===== config.mk =====
export PLATFORM = sky130hd
export DESIGN_NAME = sepe_divider
export DESIGN_NICKNAME = d
export VERILOG_FILES = /design/src/hdl/sepe_pkg.sv /design/src/hdl/sepe_divider.sv
export SDC_FILE = /design/constraint.sdc
export NUM_CORES = 2
export LEC_CHECK = 0
export CORE_UTILIZATION = 39
export CTS_CLUSTER_DIAMETER = 120
export CTS_CLUSTER_SIZE = 10
export DETAILED_ROUTE_END_ITERATION = 10
export DONT_BUFFER_PORTS = 1
export PLACE_DENSITY = 0.62
export SYNTH_ARGS = -nofsm -noshare
export SYNTH_HDL_FRONTEND = slang
export SYNTH_SLANG_ARGS = --single-unit

===== constraint.sdc =====
create_clock -name clk -period 5.3 [get_ports clk]
set_input_delay 0.265 -clock clk [delete_from_list [all_inputs] [get_ports clk]]
set_output_delay 0.265 -clock clk [all_outputs]
set_load 0.03 [all_outputs]

===== src/hdl/sepe_pkg.sv =====
// Shared types and constants for the soft-edge ellipse pixel evaluator.
// No dependencies; compiled first.
`default_nettype none
package sepe_pkg;

  // Configuration register indexes
  typedef enum logic [2:0] {
    REG_ORIGIN_X   = 3'd0,
    REG_ORIGIN_Y   = 3'd1,
    REG_BOX_WIDTH  = 3'd2,
    REG_BOX_HEIGHT = 3'd3,
    REG_PEAK_ALPHA = 3'd4,
    REG_BLUR       = 3'd5,
    REG_FILL_COLOR = 3'd6
  } reg_idx_t;

  localparam int CfgDataW = 24;
  localparam int CoordW   = 17;
  localparam int OffW     = 11;
  localparam int DimW     = 12;
  localparam int AlphaW   = 8;
  localparam int BlurW    = 9;

  // Live configuration seen by the pipeline
  typedef struct packed {
    logic signed [15:0] origin_x;
    logic signed [15:0] origin_y;
    logic [DimW-1:0]    box_width;
    logic [DimW-1:0]    box_height;
    logic [AlphaW-1:0]  peak_alpha;
    logic [BlurW-1:0]   blur_fraction;
  } cfg_t;

  // Sideband carried alongside the arithmetic
  typedef struct packed {
    logic              hit;
    logic              solid;
    logic [CoordW-1:0] lx;
    logic [CoordW-1:0] rx;
    logic [CoordW-1:0] ty;
    logic [CoordW-1:0] by;
    logic [AlphaW-1:0] peak;
  } side_t;

endpackage
`default_nettype wire


===== src/hdl/sepe_divider.sv =====
// Eight-stage restoring divider: one quotient bit per stage, remainder kept.
// Depends on sepe_pkg.
`default_nettype none
module sepe_divider import sepe_pkg::*; #(
  parameter int TW = 44
) (
  input  wire logic           clk,
  input  wire logic           rst_n,
  input  wire logic           adv,
  input  wire logic           i_valid,
  input  wire logic [TW+7:0]  i_p,
  input  wire logic [TW-1:0]  i_d,
  input  wire side_t          i_side,
  output logic                o_valid,
  output logic [AlphaW-1:0]   o_q,
  output logic [TW+7:0]       o_rem,
  output logic [TW-1:0]       o_d,
  output side_t               o_side
);
  localparam int PW = TW + 8;

  logic              v_r   [0:AlphaW];
  logic [PW-1:0]     rem_r [0:AlphaW];
  logic [TW-1:0]     d_r   [0:AlphaW];
  logic [AlphaW-1:0] q_r   [0:AlphaW];
  side_t             s_r   [0:AlphaW];

  assign v_r[0]   = i_valid;
  assign rem_r[0] = i_p;
  assign d_r[0]   = i_d;
  assign q_r[0]   = '0;
  assign s_r[0]   = i_side;

  for (genvar k = 0; k < AlphaW; k++) begin : g_stage
    localparam int Sh = AlphaW - 1 - k;
    logic [PW-1:0] dsh;
    logic          take;
    assign dsh  = PW'(d_r[k]) << Sh;
    assign take = rem_r[k] >= dsh;

    // Hold valid under stall, advance otherwise
    always_ff @(posedge clk) begin
      if (!rst_n) begin
        v_r[k+1] <= 1'b0;
      end else if (adv) begin
        v_r[k+1] <= v_r[k];
      end
    end
    // Decide one quotient bit
    always_ff @(posedge clk) begin
      if (adv) begin
        rem_r[k+1]     <= take ? rem_r[k] - dsh : rem_r[k];
        q_r[k+1]       <= q_r[k] | (AlphaW'(take) << Sh);
        d_r[k+1]       <= d_r[k];
        s_r[k+1]       <= s_r[k];
      end
    end
  end

  assign o_valid = v_r[AlphaW];
  assign o_q     = q_r[AlphaW];
  assign o_rem   = rem_r[AlphaW];
  assign o_d     = d_r[AlphaW];
  assign o_side  = s_r[AlphaW];
endmodule
`default_nettype wire


[After elaboration in Yosys (flattened, before gate mapping)]
Cells that the tools add are included.
Cells by class
  add/subtract/negate cells: 8
  magnitude comparators: 8
  mux-type cells: 8
  bitwise logic cells: 7
Operators with widths (count)
  two-way mux 52 bit: 8
  >= comparator 52 x 44 -> 1 bit: 1
  >= comparator 52 x 45 -> 1 bit: 1
  >= comparator 52 x 46 -> 1 bit: 1
  >= comparator 52 x 47 -> 1 bit: 1
  >= comparator 52 x 48 -> 1 bit: 1
  >= comparator 52 x 49 -> 1 bit: 1
  >= comparator 52 x 50 -> 1 bit: 1
  >= comparator 52 x 51 -> 1 bit: 1
  subtractor 52 x 44 -> 52 bit: 1
  subtractor 52 x 45 -> 52 bit: 1
  subtractor 52 x 46 -> 52 bit: 1
  subtractor 52 x 47 -> 52 bit: 1
  subtractor 52 x 48 -> 52 bit: 1
  subtractor 52 x 49 -> 52 bit: 1
  subtractor 52 x 50 -> 52 bit: 1
  subtractor 52 x 51 -> 52 bit: 1
  bitwise OR 8 x 1 -> 8 bit: 1
  bitwise OR 8 x 2 -> 8 bit: 1
  bitwise OR 8 x 3 -> 8 bit: 1
  bitwise OR 8 x 4 -> 8 bit: 1
  bitwise OR 8 x 5 -> 8 bit: 1
  bitwise OR 8 x 6 -> 8 bit: 1
  bitwise OR 8 x 7 -> 8 bit: 1
Storage, ports and cells
  register bits after elaboration: 1457
  input port bits: 178
  output and inout bits: 183
  logic and storage cells: 119

[Logic depth before layout (Yosys ltp)]
  depth in word-level cells: 2
  mapped depth: 16
  gate-level depth less buffers: 15

[Least setup slack after synthesis]
Ideal clock, no wire load.
  kind: reg-to-reg
  from: register rem_r[370] (netlist name)
  to: register rem_r[323] (netlist name) (data pin)
  library setup time: 260 ps
  data arrival time: 3147 ps
  required time: 5040 ps
  path slack: 1893 ps
  stages on the path, launching flop included: 16
  path buffers: 1
  period minus slack after synthesis: 3407 ps
  path through: edfxtp_1 > inv_1 > ha_1 > inv_1 > fa_1 > a21o_1 > a221o_1 > a21oi_2 > o21ai_1 > a21oi_1 > o21ai_1 > a21o_1 > a21oi_2 > o21ai_2 > buf_2 > mux2_2
On the way
  longest elaborated chain between the ends: 2
  elaborated cells on any way between the ends: 3
  classes of those cells: add/sub (1); order compare (1); mux (1)
Ends and longest elaborated chain
  from (decl): line sepe_divider.sv:23  | logic [PW-1:0] rem_r [0:AlphaW];
  from (signal, indexed assignment): line sepe_divider.sv:52  | rem_r[k+1] <= take ? rem_r[k] - dsh : rem_r[k];
  subtractor 52 x 50 -> 52 bit or >= comparator 52 x 50 -> 1 bit (tied branches): line sepe_divider.sv:52, sepe_divider.sv:39
  two-way mux 52 bit (*): line sepe_divider.sv:52
Mark *: on every way between the ends. The rest lies on a longest branch, timed or not.
A chain may end at the register's enable or synchronous reset.

[Final worst setup path]
  from: register rem_r[233] (netlist name)
  to: register rem_r[163] (netlist name) (data pin)
On the way
  longest elaborated chain between the ends: 2
Ends and longest elaborated chain
  >= comparator 52 x 47 -> 1 bit: line sepe_divider.sv:39  | assign take = rem_r[k] >= dsh;
  two-way mux 52 bit: line sepe_divider.sv:52
No other way between the ends.

==> results.yml <==
cts:
  cts_root_buf: "clkbuf_16"
  cts_sinks: 1436
  clock_latency_ps: 810
  cts.clk_slew.worst_paths_ps: 50
  cts_tree: "yes"
  clk_path_buf_depth: 3
  numCtsBuffers: 161
  htree_levels: 4
detailed_routing:
  routed_wl_um: 146000
  drc: 0
  antenna_left: 0
  num_vias: 41045
  wl_per_cell_um: 18.3
  drt_iter0_markers: 3431
  viasPerCell: 5.15
  dr.pass1.iters: 6
synthesis:
  synthSimpleGateAreaFrac: 0.0763
  synthMuxAreaShare: 0.0140
  synth_warnings: 0
  synthFlopType: "edfxtp_1"
  synth_top_family_by_area: "compound AO/OA/AOI/OAI gates"
  syn_inst: 5604
  syn_nets: 6142
  synth_compound_area_frac: 0.128
  ys_top_cells_by_count: "edfxtp_1 (1428), a21oi_1 (517), inv_1 (443), nand2_1 (378), ha_1 (352)"
  synth_area_um2: 69700
  synth_edf_count: 1428
  synth_cell_types: 100
  syn_area_per_cell_um2: 12.4
  synthXorXnorAreaFrac: 0.0449
  synthAdderAreaFrac: 0.0655
  yosysMostFrequentCell: "edfxtp_1"
  yosys.area.top_type: "edfxtp_1"
  synth_top_area_frac: 0.615
  async_flop_share: 0
  synth-seq-area-share: 0.618
  synth_area_leaders: "edfxtp_1 (62%), ha_1 (6.3%), a21oi_1 (3.7%), xnor2_1 (2.5%), inv_1 (2.4%)"
  ys_ff_latch: 1436
finish:
  drive_above_1_share: 0.0581
  seq_area_um2: 43000
  nets: 6144
  fin_area_um2: 77100
  antenna_cells: 0
  syn2layout_area_growth_pct: 10.7
  multi_input_area_um2: 22900
  postLayoutCoreUtil: 0.436
  n_fill_cell: 16134
floorplan:
  start_util: 0.394
  top_level_ports: 361
  die_y_um: 425
  coreArea_um2: 177000
  dieArea_um2: 180000
  die_x_um: 425
  rows: 154
worst_setup_path:
  crit_fanout: 51
  critPathSlowestCell: "inv_2"
  max_stage_delay_ps: 670
  critPathRequiredTime_ps: 5830
  crit_family: "simple AND/OR/NAND/NOR gates"
  critPathArrivalTime_ps: 4830
  crit_path_cell_trace: "ha_1 > and3_1 > nand3_1 > nor2_1 > a21oi_1 > o211ai_1 > nand4_1 > nand4_1 > nor2_1 > inv_2 > buf_12 > mux2_2"
  critPathCaptureType: "register"
  worst-path-buf-inv: 2
  start_kind: "register"
  critical_path_class: "reg2reg"
timing:
  holdWs_ps: 8.09
  slew_headroom: 0.0679
  grt_setup_unrepaired: "false"
  setup_viol: 0
  finalSetupTns_ps: 0
  finalHoldViolations: 0
  max_freq_mhz: 233
  max_slew.worst_pin.slew_ps: 1400
  slew_violations: 0
  fin_crit_ps: 4300
  skew_ps: 61.9
  finalCritPeriodShare: 0.811
global_route:
  grt_max_degree: 263
  grt_usage: 0.158
  grt_pass1_vias: 39870
  antenna_found_initial: 3
  grt_pass1_wl_um: 225000
  grt_overflow_total: 0
job:
  cap_violations: 0
placement:
  postPlaceCellArea_um2: 70900
  port_buffers: 0
  gp_congestion: 0.949
  post-dp-hpwl_um: 105000
pwr:
  vdd_drop_max_uv: 367
  totalPowerFinal_mw: 40.1
  power_density_nw_per_um2: 520
  p_leak_nw: 29.4
hold_path:
  min_path_type: "in2reg"
outcome:
  status: "completed"
==> registers in the layout, summed over array words and instances (netlist names) <==
signal,count
d_r,308
o_d,44
o_q,8
o_rem,52
o_side,78
o_valid,1
q_r,28
rem_r,364
s_r,546
v_r,7
==> per-stage QoR <==
| step | cells | worst slack [ps] |
|---|---|---|
| global placement | 7605 | 979 |
| global route | 7968 | 730 |
| finish | 7968 | 1000 |
| floorplan | 5604 | 1890 |
| detailed placement | 7605 | 906 |
| CTS | 7968 | 1010 |
==> final timing paths <==
path	start	end	slack, ps	depth (start not counted)
max	rem_r[233]$_DFFE_PP_	rem_r[163]$_DFFE_PP_	1000	12
min	adv	o_side[31]$_DFFE_PP_	8	1
max reg2reg	rem_r[233]$_DFFE_PP_	rem_r[163]$_DFFE_PP_	1000	12
min reg2reg	s_r[503]$_DFFE_PP_	s_r[425]$_DFFE_PP_	390	0
==> report_power, final <==
part / total (mW) / switching, mW / internal [mW] / leakage [nW]
registers: 17.1 / 1.72 / 15.3 / 14.0
logic: 13.3 / 7.72 / 5.56 / 13.2
clock network: 9.78 / 4.29 / 5.49 / 2.16
==> kinds of logic (layout without fill, tap and decap cells) <==
| kind of cell | Yosys count | after routing |
|---|---|---|
| flip-flops | 1436 | 1436 |
| AO/OA/AOI/OAI | 1429 | 1429 |
| AND/OR/NAND/NOR | 1132 | 1132 |
| buffers and inverters | 802 | 826 |
| adder cells (fa/ha/maj) | 360 | 360 |
| XOR/XNOR | 357 | 357 |
| multiplexers | 88 | 88 |
==> cells in the final DEF (no fill, tap or decap), types with 73 or more instances in the layout <==
cell type	n
dlygate4sd3_1	177
mux2_2	73
clkbuf_16	162
o21ai_0	305
xnor2_1	202
inv_1	443
ha_1	352
a21o_1	216
edfxtp_1	1428
nand2_1	378
xor2_1	155
nand3_1	73
nand4_1	88
a21oi_1	517
nor2_1	304
==> per-layer routing <==
layer | part of all wire | routed length, um | global-route usage
met4 | 0.031 | 4500 | 0.0553
met3 | 0.049 | 7120 | 0.0279
met2 | 0.43 | 63300 | 0.237
met1 | 0.49 | 71100 | 0.227
met5 | 0.00012 | 17 | 0
==> layout make-up <==
class,instances,area share
clock inverters,15,0.00508
inverters,445,0.0217
well taps,2340,0.0380
clock buffers,170,0.0529
multi-input cells,3366,0.297
repair buffers,196,0.0273
flip-flops and latches,1436,0.558
==> timing repair <==
action | in CTS | in global routing
hold endpoints to repair | 322 | 0
resized for setup | 0 | 0
setup buffers | 0 | 0
hold buffers | 178 | 0
Power figures use the tool's default switching activity.
